--- src/hdl/lhs_pkg.sv ---
package lhs_pkg;

    localparam int Q_W              = 32;
    localparam int Q_FRAC           = 8;
    localparam int WEIGHT_W         = 16;
    localparam int NUM_BINS         = 6;
    localparam int NUM_EDGES        = 5;
    localparam int NUM_EST          = 3;
    localparam int EDGE_W           = 24;
    localparam int BIN_W            = 3;
    localparam int CFG_IDX_W        = 3;
    localparam int LATENCY_BITS_DEF = 24;
    localparam int COUNT_BITS_DEF   = 32;

    typedef logic [NUM_EDGES-1:0][EDGE_W-1:0] lhs_edge_set_t;
    typedef logic [NUM_EST-1:0][WEIGHT_W-1:0] lhs_weight_set_t;

    // reset thresholds, lowest bucket first
    localparam lhs_edge_set_t EDGE_RESET = {
        24'd1000, 24'd500, 24'd100, 24'd50, 24'd10
    };

    // q0.16 weights; keep + new = 1.0 for each estimate
    localparam lhs_weight_set_t W_NEW  = {16'd655, 16'd3277, 16'd6554};
    localparam lhs_weight_set_t W_KEEP = {16'd64881, 16'd62259, 16'd58982};

    typedef enum logic [CFG_IDX_W-1:0] {
        CFG_EDGE_ONE   = 3'd0,
        CFG_EDGE_TWO   = 3'd1,
        CFG_EDGE_THREE = 3'd2,
        CFG_EDGE_FOUR  = 3'd3,
        CFG_EDGE_FIVE  = 3'd4
    } lhs_cfg_idx_t;

    typedef enum logic [1:0] {
        ST_IDLE,
        ST_LOAD,
        ST_RUN,
        ST_DONE
    } lhs_state_t;

    typedef struct packed {
        logic busy;
        logic done;
    } lhs_unit_stat_t;

endpackage

--- src/hdl/lhs_div.sv ---
module lhs_div #(
    parameter int W = lhs_pkg::Q_W
) (
    input  logic                    clk,
    input  logic                    rst_n,
    input  logic                    start,
    input  logic [W-1:0]            dividend,
    input  logic [W-1:0]            divisor,
    output logic [W-1:0]            quotient,
    output lhs_pkg::lhs_unit_stat_t stat
);
    import lhs_pkg::*;

    localparam int CW = $clog2(W);

    logic [W-1:0]  rem_reg, rem_next;
    logic [W-1:0]  quo_reg, quo_next;
    logic [W-1:0]  dvs_reg, dvs_next;
    logic [CW-1:0] cnt_reg, cnt_next;
    logic          busy_reg, busy_next;
    logic          done_reg, done_next;
    logic [W:0]    trial;
    logic          fits;

    // one quotient bit per cycle, restoring
    assign trial = {rem_reg, quo_reg[W-1]};
    assign fits  = (trial >= {1'b0, dvs_reg});

    always_comb
    begin
        rem_next  = rem_reg;
        quo_next  = quo_reg;
        dvs_next  = dvs_reg;
        cnt_next  = cnt_reg;
        busy_next = busy_reg;
        done_next = 1'b0;
        if (start)
        begin
            rem_next  = '0;
            quo_next  = dividend;
            dvs_next  = divisor;
            cnt_next  = CW'(W - 1);
            busy_next = 1'b1;
        end
        else if (busy_reg)
        begin
            rem_next = fits ? W'(trial - {1'b0, dvs_reg}) : trial[W-1:0];
            quo_next = {quo_reg[W-2:0], fits};
            cnt_next = cnt_reg - CW'(1);
            if (cnt_reg == '0)
            begin
                busy_next = 1'b0;
                done_next = 1'b1;
            end
        end
    end

    always_ff @(posedge clk or negedge rst_n)
    begin
        if (!rst_n)
        begin
            cnt_reg  <= '0;
            busy_reg <= 1'b0;
            done_reg <= 1'b0;
        end
        else
        begin
            cnt_reg  <= cnt_next;
            busy_reg <= busy_next;
            done_reg <= done_next;
        end
    end

    always_ff @(posedge clk)
    begin
        rem_reg <= rem_next;
        quo_reg <= quo_next;
        dvs_reg <= dvs_next;
    end

    assign quotient  = quo_reg;
    assign stat.busy = busy_reg;
    assign stat.done = done_reg;

endmodule

--- src/hdl/lhs_ema.sv ---
module lhs_ema #(
    parameter int W  = lhs_pkg::Q_W,
    parameter int WB = lhs_pkg::WEIGHT_W
) (
    input  logic                    clk,
    input  logic                    rst_n,
    input  logic                    start,
    input  logic [W-1:0]            acc,
    input  logic [W-1:0]            x,
    input  logic [WB-1:0]           keep_w,
    input  logic [WB-1:0]           new_w,
    output logic [W-1:0]            result,
    output lhs_pkg::lhs_unit_stat_t stat
);
    import lhs_pkg::*;

    localparam int CW = $clog2(WB);

    logic [W-1:0]  acc_reg, acc_next;
    logic [W-1:0]  x_reg, x_next;
    logic [W:0]    hi_reg, hi_next;
    logic [WB-1:0] lo_reg, lo_next;
    logic [CW-1:0] cnt_reg, cnt_next;
    logic          busy_reg, busy_next;
    logic          done_reg, done_next;
    logic [W+1:0]  part;
    logic [W+1:0]  rounded;

    // weight bits lsb first, partial product shifts right into lo_reg
    assign part = (W+2)'(hi_reg)
                + (keep_w[cnt_reg] ? (W+2)'(acc_reg) : '0)
                + (new_w[cnt_reg]  ? (W+2)'(x_reg)   : '0);

    always_comb
    begin
        acc_next  = acc_reg;
        x_next    = x_reg;
        hi_next   = hi_reg;
        lo_next   = lo_reg;
        cnt_next  = cnt_reg;
        busy_next = busy_reg;
        done_next = 1'b0;
        if (start)
        begin
            acc_next  = acc;
            x_next    = x;
            hi_next   = '0;
            lo_next   = '0;
            cnt_next  = '0;
            busy_next = 1'b1;
        end
        else if (busy_reg)
        begin
            hi_next  = part[W+1:1];
            lo_next  = {part[0], lo_reg[WB-1:1]};
            cnt_next = cnt_reg + CW'(1);
            if (cnt_reg == CW'(WB - 1))
            begin
                busy_next = 1'b0;
                done_next = 1'b1;
            end
        end
    end

    always_ff @(posedge clk or negedge rst_n)
    begin
        if (!rst_n)
        begin
            cnt_reg  <= '0;
            busy_reg <= 1'b0;
            done_reg <= 1'b0;
        end
        else
        begin
            cnt_reg  <= cnt_next;
            busy_reg <= busy_next;
            done_reg <= done_next;
        end
    end

    always_ff @(posedge clk)
    begin
        acc_reg <= acc_next;
        x_reg   <= x_next;
        hi_reg  <= hi_next;
        lo_reg  <= lo_next;
    end

    // round half up: the carry of lo + half is the top lo bit
    assign rounded   = (W+2)'(hi_reg) + (W+2)'(lo_reg[WB-1]);
    assign result    = (rounded[W+1:W] != '0) ? '1 : rounded[W-1:0];
    assign stat.busy = busy_reg;
    assign stat.done = done_reg;

endmodule

--- src/hdl/lhs_bin.sv ---
module lhs_bin (
    input  logic                       clk,
    input  logic                       rst_n,
    input  logic                       start,
    input  logic [lhs_pkg::Q_W-1:0]    sample,
    input  lhs_pkg::lhs_edge_set_t     edges,
    output logic [lhs_pkg::BIN_W-1:0]  bin,
    output lhs_pkg::lhs_unit_stat_t    stat
);
    import lhs_pkg::*;

    logic [BIN_W-1:0] idx_reg, idx_next;
    logic [Q_W-1:0]   smp_reg, smp_next;
    logic             busy_reg, busy_next;
    logic             done_reg, done_next;
    logic             below;

    // one threshold per cycle, lowest first; first one above the sample wins
    assign below = (smp_reg < Q_W'(edges[idx_reg]));

    always_comb
    begin
        idx_next  = idx_reg;
        smp_next  = smp_reg;
        busy_next = busy_reg;
        done_next = 1'b0;
        if (start)
        begin
            idx_next  = '0;
            smp_next  = sample;
            busy_next = 1'b1;
        end
        else if (busy_reg)
        begin
            if (below)
            begin
                busy_next = 1'b0;
                done_next = 1'b1;
            end
            else
            begin
                idx_next = idx_reg + BIN_W'(1);
                if (idx_reg == BIN_W'(NUM_EDGES - 1))
                begin
                    busy_next = 1'b0;
                    done_next = 1'b1;
                end
            end
        end
    end

    always_ff @(posedge clk or negedge rst_n)
    begin
        if (!rst_n)
        begin
            idx_reg  <= '0;
            busy_reg <= 1'b0;
            done_reg <= 1'b0;
        end
        else
        begin
            idx_reg  <= idx_next;
            busy_reg <= busy_next;
            done_reg <= done_next;
        end
    end

    always_ff @(posedge clk)
    begin
        smp_reg <= smp_next;
    end

    assign bin       = idx_reg;
    assign stat.busy = busy_reg;
    assign stat.done = done_reg;

endmodule

--- src/hdl/latency_histogram_stats.sv ---
// Latency histogram and running statistics. Each word on the s_ side carries
// one latency sample in ms; each word on the m_ side carries the statistics
// after that sample: saturating sample count, the bucket the sample fell in
// and that bucket's new count, the running mean and three exponential
// estimates (weights 0.1, 0.05, 0.01), all in unsigned Q24.8 ms. The first
// sample seeds the estimates. Five bucket thresholds (exclusive upper bounds,
// checked in order) are written through the cfg port; the user must do so
// only while the block is idle, which the block itself does not enforce.
// Indexes past the last threshold are ignored. One sample is worked at a
// time, from accept to the next accept: the block takes the word, sets up,
// runs the 32 steps of the bit-serial divider that forms the mean step
// (mean + (sample - mean) / count), sees the divider's done flag and then
// commits the result. The estimates (16-step shift-add multipliers) and the
// bucket search run alongside the divider. A new sample is taken while the
// last result still waits on m_tready; the commit of a result waits until
// the output register is free.
module latency_histogram_stats #(
    parameter int LATENCY_BITS = lhs_pkg::LATENCY_BITS_DEF,
    parameter int COUNT_BITS   = lhs_pkg::COUNT_BITS_DEF,
    localparam int S_TDATA_W   = ((LATENCY_BITS + 7) / 8) * 8
) (
    input  logic                          clk,
    input  logic                          rst_n,

    input  logic                          s_tvalid,
    output logic                          s_tready,
    input  logic [S_TDATA_W-1:0]          s_tdata,    // sample_ms

    output logic                          m_tvalid,
    input  logic                          m_tready,
    // samples_seen, bin_hit, bin_total, mean_fx, median_est, high_est,
    // tail_est, zero pad
    output logic [199:0]                  m_tdata,

    input  logic                          cfg_valid,
    output logic                          cfg_ready,
    input  logic [lhs_pkg::CFG_IDX_W-1:0] cfg_index,
    input  logic [lhs_pkg::EDGE_W-1:0]    cfg_data
);
    import lhs_pkg::*;

    // counters saturate at the narrower of COUNT_BITS and the output width
    localparam int CNT_W = (COUNT_BITS > Q_W) ? Q_W : COUNT_BITS;
    localparam int OUT_W = 7 * Q_W - Q_W + BIN_W;

    lhs_state_t state_reg, state_next;

    // thresholds
    lhs_edge_set_t edges_reg;

    // running state
    logic [CNT_W-1:0] bin_cnt_reg [NUM_BINS];
    logic [CNT_W-1:0] total_reg;
    logic [Q_W-1:0]   mean_reg;
    logic [Q_W-1:0]   est_reg [NUM_EST];

    // current sample
    logic [LATENCY_BITS-1:0] smp_reg;
    logic [Q_W-1:0]          xq_reg;
    logic [CNT_W-1:0]        n_reg;
    logic                    neg_reg;

    // output register
    logic             m_valid_reg;
    logic [OUT_W-1:0] m_data_reg;

    // datapath
    logic [Q_W-1:0]      smp_ext;
    logic [Q_W-1:0]      xq_in;
    logic [Q_W-1:0]      mag;
    logic [Q_W-1:0]      quo;
    logic [Q_W-1:0]      est_new [NUM_EST];
    logic [Q_W-1:0]      est_commit [NUM_EST];
    logic [Q_W-1:0]      mean_commit;
    logic [BIN_W-1:0]    bin;
    logic [CNT_W-1:0]    bin_cnt_new;
    logic                first;
    logic                take_in;
    logic                commit;
    logic                out_free;
    logic                start;
    logic                units_busy;
    lhs_unit_stat_t      div_stat;
    lhs_unit_stat_t      bin_stat;
    lhs_unit_stat_t      ema_stat [NUM_EST];

    assign cfg_ready = 1'b1;
    assign s_tready  = (state_reg == ST_IDLE);
    assign take_in   = s_tvalid && s_tready;
    assign out_free  = !m_valid_reg || m_tready;
    assign start     = (state_reg == ST_LOAD);
    assign units_busy = bin_stat.busy || ema_stat[0].busy || ema_stat[1].busy
                     || ema_stat[2].busy;
    assign commit    = (state_reg == ST_DONE) && out_free && !units_busy;

    // sample to q24.8, saturating when it does not fit 24 integer bits
    assign smp_ext = Q_W'(s_tdata[LATENCY_BITS-1:0]);
    assign xq_in   = (smp_ext[Q_W-1:Q_W-Q_FRAC] != '0) ? '1
                   : {smp_ext[Q_W-Q_FRAC-1:0], {Q_FRAC{1'b0}}};

    // distance from the mean; sign kept for the commit
    assign mag = neg_reg ? (mean_reg - xq_reg) : (xq_reg - mean_reg);

    // next state
    always_comb
    begin
        state_next = state_reg;
        case (state_reg)
            ST_IDLE:
            begin
                if (take_in)
                begin
                    state_next = ST_LOAD;
                end
            end
            ST_LOAD:
            begin
                state_next = ST_RUN;
            end
            ST_RUN:
            begin
                // divider is the longest unit
                if (div_stat.done)
                begin
                    state_next = ST_DONE;
                end
            end
            ST_DONE:
            begin
                if (commit)
                begin
                    state_next = ST_IDLE;
                end
            end
            default:
            begin
                state_next = ST_IDLE;
            end
        endcase
    end

    always_ff @(posedge clk or negedge rst_n)
    begin
        if (!rst_n)
        begin
            state_reg <= ST_IDLE;
        end
        else
        begin
            state_reg <= state_next;
        end
    end

    lhs_div #(
        .W (Q_W)
    ) u_div (
        .clk      (clk),
        .rst_n    (rst_n),
        .start    (start),
        .dividend (mag),
        .divisor  (Q_W'(n_reg)),
        .quotient (quo),
        .stat     (div_stat)
    );

    lhs_bin u_bin (
        .clk    (clk),
        .rst_n  (rst_n),
        .start  (start),
        .sample (Q_W'(smp_reg)),
        .edges  (edges_reg),
        .bin    (bin),
        .stat   (bin_stat)
    );

    for (genvar k = 0; k < NUM_EST; k++)
    begin : g_ema
        lhs_ema #(
            .W  (Q_W),
            .WB (WEIGHT_W)
        ) u_ema (
            .clk    (clk),
            .rst_n  (rst_n),
            .start  (start),
            .acc    (est_reg[k]),
            .x      (xq_reg),
            .keep_w (W_KEEP[k]),
            .new_w  (W_NEW[k]),
            .result (est_new[k]),
            .stat   (ema_stat[k])
        );

        // first sample seeds the estimate
        assign est_commit[k] = first ? xq_reg : est_new[k];
    end

    assign first       = (n_reg == CNT_W'(1));
    assign mean_commit = neg_reg ? (mean_reg - quo) : (mean_reg + quo);
    assign bin_cnt_new = (bin_cnt_reg[bin] == '1) ? bin_cnt_reg[bin]
                       : bin_cnt_reg[bin] + CNT_W'(1);

    // sample capture
    always_ff @(posedge clk)
    begin
        if (take_in)
        begin
            smp_reg <= s_tdata[LATENCY_BITS-1:0];
            xq_reg  <= xq_in;
            neg_reg <= (xq_in < mean_reg);
            n_reg   <= (total_reg == '1) ? total_reg : total_reg + CNT_W'(1);
        end
    end

    // thresholds and running state
    always_ff @(posedge clk or negedge rst_n)
    begin
        if (!rst_n)
        begin
            edges_reg <= EDGE_RESET;
            total_reg <= '0;
            mean_reg  <= '0;
            for (int i = 0; i < NUM_BINS; i++)
            begin
                bin_cnt_reg[i] <= '0;
            end
            for (int i = 0; i < NUM_EST; i++)
            begin
                est_reg[i] <= '0;
            end
        end
        else
        begin
            if (cfg_valid && cfg_ready)
            begin
                case (cfg_index)
                    CFG_EDGE_ONE:   edges_reg[0] <= cfg_data;
                    CFG_EDGE_TWO:   edges_reg[1] <= cfg_data;
                    CFG_EDGE_THREE: edges_reg[2] <= cfg_data;
                    CFG_EDGE_FOUR:  edges_reg[3] <= cfg_data;
                    CFG_EDGE_FIVE:  edges_reg[4] <= cfg_data;
                    default:        ;
                endcase
            end
            if (commit)
            begin
                total_reg        <= n_reg;
                mean_reg         <= mean_commit;
                bin_cnt_reg[bin] <= bin_cnt_new;
                for (int i = 0; i < NUM_EST; i++)
                begin
                    est_reg[i] <= est_commit[i];
                end
            end
        end
    end

    // output word
    always_ff @(posedge clk or negedge rst_n)
    begin
        if (!rst_n)
        begin
            m_valid_reg <= 1'b0;
        end
        else if (commit)
        begin
            m_valid_reg <= 1'b1;
        end
        else if (m_tready)
        begin
            m_valid_reg <= 1'b0;
        end
    end

    always_ff @(posedge clk)
    begin
        if (commit)
        begin
            m_data_reg <= {est_commit[2], est_commit[1], est_commit[0],
                           mean_commit, Q_W'(bin_cnt_new), bin, Q_W'(n_reg)};
        end
    end

    assign m_tvalid = m_valid_reg;
    assign m_tdata  = {{(200 - OUT_W){1'b0}}, m_data_reg};

endmodule
--- config.mk ---
export PLATFORM = sky130hd
export DESIGN_NAME = latency_histogram_stats
export DESIGN_NICKNAME = d
export VERILOG_FILES = /design/src/hdl/lhs_pkg.sv /design/src/hdl/lhs_div.sv /design/src/hdl/lhs_ema.sv /design/src/hdl/lhs_bin.sv /design/src/hdl/latency_histogram_stats.sv
export SDC_FILE = /design/constraint.sdc
export NUM_CORES = 2
export LEC_CHECK = 0
export BUFFER_PORTS_ARGS = -buffer_cell sky130_fd_sc_hd__buf_2
export CORE_UTILIZATION = 49
export CTS_BUF_LIST = sky130_fd_sc_hd__clkbuf_16
export DETAILED_ROUTE_END_ITERATION = 8
export PLACE_DENSITY = 0.66
export SKIP_CTS_REPAIR_TIMING = 1
export SLEW_MARGIN = 20
export SYNTH_ARGS = -nofsm -noshare
export SYNTH_HDL_FRONTEND = slang
export SYNTH_SLANG_ARGS = --single-unit
--- constraint.sdc ---
create_clock -name clk -period 10 [get_ports clk]
set_input_delay 1.5 -clock clk [delete_from_list [all_inputs] [get_ports clk]]
set_output_delay 1.5 -clock clk [all_outputs]
set_load 0.01 [all_outputs]
# --- After elaboration in Yosys (flattened, before gate mapping) ---
# Memory sizes are Yosys's and may differ from the RTL's.
# Cells that the tools add are included.
classes:
  n_addsub: 21
  mul: 0
  n_div: 0
  n_lt_le_gt_ge: 9
  eq_ne: 18
  shifts: 0
  mux: 69
  bitwise_logic: 1
  n_reduce_logical: 29
ops:
  columns: ["op", "n"]
  rows:
  - ["32-bit 2-to-1 mux", 22]
  - ["192-bit bitwise mux", 1]
  - ["32-bit subtractor", 4]
  - ["33-bit by 1-bit adder with 34-bit output", 3]
  - ["33-bit by 34-bit adder with 34-bit output", 3]
  - ["34-bit adder", 3]
  - ["32-bit binary-select mux with 3-bit select", 1]
  - ["32-bit demux with 3-bit select", 1]
  - ["24-bit binary-select mux with 3-bit select", 1]
  - ["32-bit by 1-bit adder with 32-bit output, second input constant", 2]
  - ["32-bit == test, second input constant", 2]
  - ["33-bit by 32-bit >= comparator with 1-bit output", 1]
  - ["32-bit adder", 1]
  - ["32-bit by 1-bit == test with 1-bit output, second input constant", 1]
  - ["32-bit less-than comparator", 1]
  - ["1-bit 2-to-1 mux", 27]
  - ["24-bit less-than comparator", 1]
  - ["24-bit 2-to-1 mux", 1]
  - ["4-bit 2-to-1 mux", 6]
  - ["2-bit nonzero test", 9]
  - ["4-bit by 5-bit less-than comparator with 1-bit output, second input constant", 3]
  - ["4-bit by 1-bit adder with 4-bit output, second input constant", 3]
  - ["4-bit == test, second input constant", 3]
  - ["2-bit AND reduction", 6]
  - ["24 further kinds", 41]
totals:
  register_bits: 1116
  latch_bits: 0
  ramBits: 0
  romBits: 96
  input_bits: 56
  output_inout_bits: 203
  wordCells: 199
  memories: 6
mem_list:
  columns: ["name", "words", "word_bits", "read_ports", "rd_ports_with_merged_regs", "wr", "line_no", "rtl"]
  rows:
  - ["(no name shown)", 16, 1, 1, 0, 0, "lhs_ema.sv:31", "+ (keep_w[cnt_reg] ? (W+2)'(acc_reg) : '0)"]
  - ["(no name shown)", 16, 1, 1, 0, 0, "lhs_ema.sv:32", "+ (new_w[cnt_reg] ? (W+2)'(x_reg) : '0);"]
  - ["(no name shown)", 16, 1, 1, 0, 0, "lhs_ema.sv:31", null]
  - ["(no name shown)", 16, 1, 1, 0, 0, "lhs_ema.sv:32", null]
  - ["(no name shown)", 16, 1, 1, 0, 0, "lhs_ema.sv:32", null]
  - ["(no name shown)", 16, 1, 1, 0, 0, "lhs_ema.sv:31", null]

# --- Depth between registers and ports, before layout ---
logic_depth:
  word_depth: 7
  depth_mapped: 22
  depth_no_buf: 21

# --- Cells and area by module ---
# From an unflattened synthesis, not the netlist that was laid out.
unflattened:
  cells_unflattened: 6384
  area_unflattened_um2: 66122.2
modules_own_cells:
  columns: ["mod", "instances", "cells_each", "area_each_um2", "seq_area_each_um2"]
  rows:
  - ["latency_histogram_stats", 1, 3165, 35087.4, 19478.7]
  - ["lhs_ema (g_ema[0].u_ema)", 1, 794, 7597.3, 2752.6]
  - ["lhs_ema (g_ema[2].u_ema)", 1, 793, 7428.4, 2752.6]
  - ["lhs_ema (g_ema[1].u_ema)", 1, 751, 7244.4, 2752.6]
  - ["lhs_div", 1, 596, 5968.2, 2737.6]
  - ["lhs_bin", 1, 285, 2796.4, 1086.0]

# --- Worst setup path after synthesis ---
# OpenSTA, ideal clock, no wires.
synth_path:
  kind: "input-to-reg"
  start: "input m_tready"
  end: "register m_data_reg[0] (enable)"
  setup_time_ns: 0.636
  arrival_ns: 8.037
  required_time_ns: 9.364
  path_slack_ns: 1.327
  path_stages: 7
  n_path_buf: 4
  cell_sequence: "nand2b_1 nand4b_1 clkbuf_1 inv_1 clkbuf_1 clkbuf_1 clkbuf_1"
synth_via:
  elab_chain_len: 3
synth_rtl:
  columns: ["element", "line_no", "rtl"]
  rows:
  - ["start, declared", "latency_histogram_stats.sv:30", "input logic m_tready,"]
  - ["1-bit logical OR", "latency_histogram_stats.sv:90", "assign out_free = !m_valid_reg || m_tready;"]
  - ["1-bit logical AND (2 in series)", "latency_histogram_stats.sv:94", "assign commit = (state_reg == ST_DONE) && out_free && !units_busy;"]
  - ["named net commit", "latency_histogram_stats.sv:79", "logic commit;"]
  - ["end signal, assigned", "latency_histogram_stats.sv:278", "m_data_reg <= {est_commit[2], est_commit[1], est_commit[0],"]
  - ["end, declared", "latency_histogram_stats.sv:65", "logic [OUT_W-1:0] m_data_reg;"]
# The timed path passes the listed nets, and every way through them passes these cells.
# A chain may end at the register's enable or synchronous reset.

# --- Final worst setup path ---
layout_path:
  start: "register u_div.quo_reg[5] (netlist: u_div.quotient[5])"
  end: "register mean_reg[31]"
layout_via:
  elab_chain_len: 2
  elab_cells_between_ends: 3
  cone_classes: "add/sub: 2; mux: 1"
layout_rtl:
  columns: ["element", "line_no", "rtl"]
  rows:
  - ["start, declared", "lhs_div.sv:17", "logic [W-1:0] quo_reg, quo_next;"]
  - ["start signal, assigned", "lhs_div.sv:77", "quo_reg <= quo_next;"]
  - ["32-bit adder or 32-bit subtractor (tied branches)", "latency_histogram_stats.sv:198", "assign mean_commit = neg_reg ? (mean_reg - quo) : (mean_reg + quo);"]
  - ["32-bit 2-to-1 mux (*)", "latency_histogram_stats.sv:198", null]
  - ["named net mean_commit[31]", "latency_histogram_stats.sv:74", "logic [Q_W-1:0] mean_commit;"]
  - ["end signal, assigned", "latency_histogram_stats.sv:247", "mean_reg <= mean_commit;"]
  - ["end, declared", "latency_histogram_stats.sv:54", "logic [Q_W-1:0] mean_reg;"]
# Mark *: on every way through the listed nets, which the timed path passes. The rest lies on a longest branch.

==> out/results.ini <==
[worst_setup_path]
cp_max_fo=7
crit_family=compound AO/OA/AOI/OAI gates
criticalPathCategory=reg -> reg
worstSetupEndpointType=flip-flop
cp_data_required_time_ns=10.61
crit_path_start_kind=flip-flop
path_buf_inv=0
timing.critical_path.cells=nor4_1 -> nand2b_1 -> nor2_1 -> and2_1 -> a21oi_1 -> xnor2_1 -> ha_1 -> a21o_1 -> a221oi_1 -> a211oi_1 -> a2111oi_0 -> a31oi_1 -> o41ai_1 -> o21ai_0 -> a21oi_1 -> xnor2_1 -> mux2_2
max_stage_delay_ns=0.97
cp_slowest_cell=a2111oi_0
cp.arrival_ns=6.18

[power]
p_sw_mw=9.23
ir_worst_vdd_mv=0.202
p_int_mw=13.2
seqPwrFrac_pct=28.7
clock_power_share_pct=19.6
p_comb_share_pct=51.6
p_leak_nw=29.0
swShare_pct=41.2
power_density_mw_per_mm2=343

[sta]
slew_viol_final=0
fin_crit_sh_pct=55.6
holdWs_ns=0.441
finalSetupTns_ns=0
hold_viol_final=0
worstMarginPinSlew_ns=1.15
max_slew_margin_pct=22.5
setup_viol=0
period_needed_ns=5.56
rsz0062_at_grt=false
fin_skew_ns=0.0298
timing.fmax_mhz=180

[clock_network]
clkSinkCount=1071
path_clk_slew_ns=0.06
cts_buffer_depth=3
numCtsBuffers=116
cts_tree=built
clk_latency_ns=0.73
htreeDepth=3
cts_root_buffer=clkbuf_16

[routing]
post_drt_wl_per_cell_um=20.5
vias=41600
viasPerCell=5.65
wirelength_um=151000
dr.first_iter.drc_count=3149
drt_first_pass_iters=5
route.detailed.drc=0
ant_nets=0

[global_routing]
grt_pass1_vias=41000
antenna_found_initial=14
grt_max_degree=162
grtUsageTotal_pct=25.0
grt_overflow=0
grt_pass1_wl_um=236000

[cells_and_area]
nets=6162
layout-drive-gt1-share_pct=15.5
area_growth_pct=11.4
largest_reg_flops=195
fin_util_pct=55.2
fillers=10300

[status]
status=finished, final reports clean

[yosys]
synthCells=5534
ys_ff_latch=1071
synth.distinct_cells=108
yosys_most_used_dff=dfrtp_1
async_reset_ff_share_pct=46.8
syn_area_per_cell_um2=10.6
syn_area_mm2=0.0586
synth_edf_count=436
synth-seq-area-share_pct=48.4
yosysWarningCount=0

[die]
row_count=126
die_h_um=348
ios=259
dieWidth_um=348
design.core.area_mm2=0.118
die-area_mm2=0.121
initial_utilization_pct=49.5

[run]
maxCapViolations=0

[place]
io_buffers=252
place_congestion=0.900
hpwl_um=105000

[min_path]
hp-class=reg -> reg

## worst register-to-register path: stages (launching register included)
cell and delay, ns:
edfxtp_1 0.45, nor4_1 0.51, nand2b_1 0.19, nor2_1 0.23, and2_1 0.21, a21oi_1 0.09
xnor2_1 0.23, ha_1 0.34, a21o_1 0.24, a221oi_1 0.34, a211oi_1 0.13, a2111oi_0 0.97
a31oi_1 0.27, o41ai_1 0.56, o21ai_0 0.15, a21oi_1 0.20, xnor2_1 0.10, mux2_2 0.26
## placed cells by master, fill, tap and decap left out, types with 51 or more instances in the layout
master / instances
a211oi_1: 69
ha_1: 301
nand2b_1: 72
buf_4: 51
and2_1: 60
clkbuf_16: 117
nor2_1: 382
dfxtp_1: 134
nand2_1: 652
a21o_1: 92
xor2_1: 85
nand3_1: 86
edfxtp_1: 436
mux2i_1: 135
fa_1: 78
mux2_2: 283
a21oi_1: 317
o21ai_0: 284
dfrtp_1: 474
xnor2_1: 259
inv_1: 392
buf_2: 251
nand4_1: 52
nor3_1: 67
## worst paths after layout
kind,depth (start not counted),startpoint,slack (ns),end
setup / recovery,17,u_div.quotient[5],4.44,mean_reg[31]
hold / removal,0,est_reg[41],0.44,g_ema[1].u_ema.acc_reg[9]
setup reg to reg,17,u_div.quotient[5],4.44,mean_reg[31]
hold reg to reg,0,est_reg[41],0.44,g_ema[1].u_ema.acc_reg[9]
max in group asynchronous,3,rst_n,7.04,bin_cnt_reg[41]
min in group asynchronous,1,rst_n,0.74,est_reg[67]
## per-layer routing
layer / vias up / track usage, % / wire (um)
met3: 241 / 3.98 / 8770
met5: - / 0 / 34
met2: 1067 / 38.9 / 67900
met4: 6 / 8.81 / 4730
li1: 19900 / - / -
met1: 20500 / 35.4 / 69700
## metrics by stage
step	worst slack, ns	cell area (um2)	total power, mW	std cells
global route	4.11	65300	24.2	7369
CTS	4.57	65200	22.5	7366
global placement	4.54	61300	17.7	7144
finish	4.44	65300	22.4	7370
floorplan	1.33	58600	15.4	5538
detailed placement	4.41	61300	17.9	7144
## cell families (layout without fill, tap and decap cells)
group | after synthesis | after routing | share of synthesized area (%)
flip-flops | 1071 | 1071 | 48.4
adder cells (fa/ha/maj) | 380 | 380 | 9.12
AO/OA/AOI/OAI | 1070 | 1070 | 11.3
AND/OR/NAND/NOR | 1592 | 1592 | 12.6
other | 2 | 10 | 0.0128
XOR/XNOR | 352 | 352 | 5.37
multiplexers | 454 | 454 | 9.04
buffers and inverters | 613 | 905 | 4.22
## cell type report
cell class,instances,area [um2],area share [%]
Antenna cell,4,10.0,0.0153
Clock buffer,117,2930,4.49
Clock inverter,105,1010,1.55
Inverter,377,1420,2.18
Multi-Input combinational cell,3854,27900,42.8
Sequential cell,1071,28300,43.4
Tap cell,1536,1920,2.94
Timing Repair Buffer,306,1710,2.63
## cells in the mapped netlist (all sizes together) (59+ instances only)
cell type	count	share of area [%]
mux2	287	5.5
dfxtp	134	4.6
clkbuf	177	1.1
ha	302	6.5
nor2	387	2.5
and2	64	0.69
fa	78	2.7
o21ai	309	2.6
nor3	69	0.60
buf	59	0.67
a211oi	69	0.88
xnor2	263	4.0
mux2i	136	2.3
dfrtp	481	21
inv	377	2.4
edfxtp	436	22
a21o	92	1.2
nand2b	72	0.77
nand2	657	4.2
nand3	87	0.74
a21oi	320	2.7
xor2	89	1.4
## power groups by stage
| stage | clock network [mW] | registers (mW) | logic (mW) |
|---|---|---|---|
| 2_1_floorplan | 0 | 6.22 | 9.14 |
| 3_3_place_gp | 0 | 6.48 | 11.2 |
| 3_5_place_dp | 0 | 6.51 | 11.4 |
| 4_1_cts | 4.49 | 6.43 | 11.5 |
| 5_1_grt | 4.67 | 6.53 | 13.0 |
| 6_report | 4.40 | 6.44 | 11.6 |
Power figures use the tool's default switching activity.
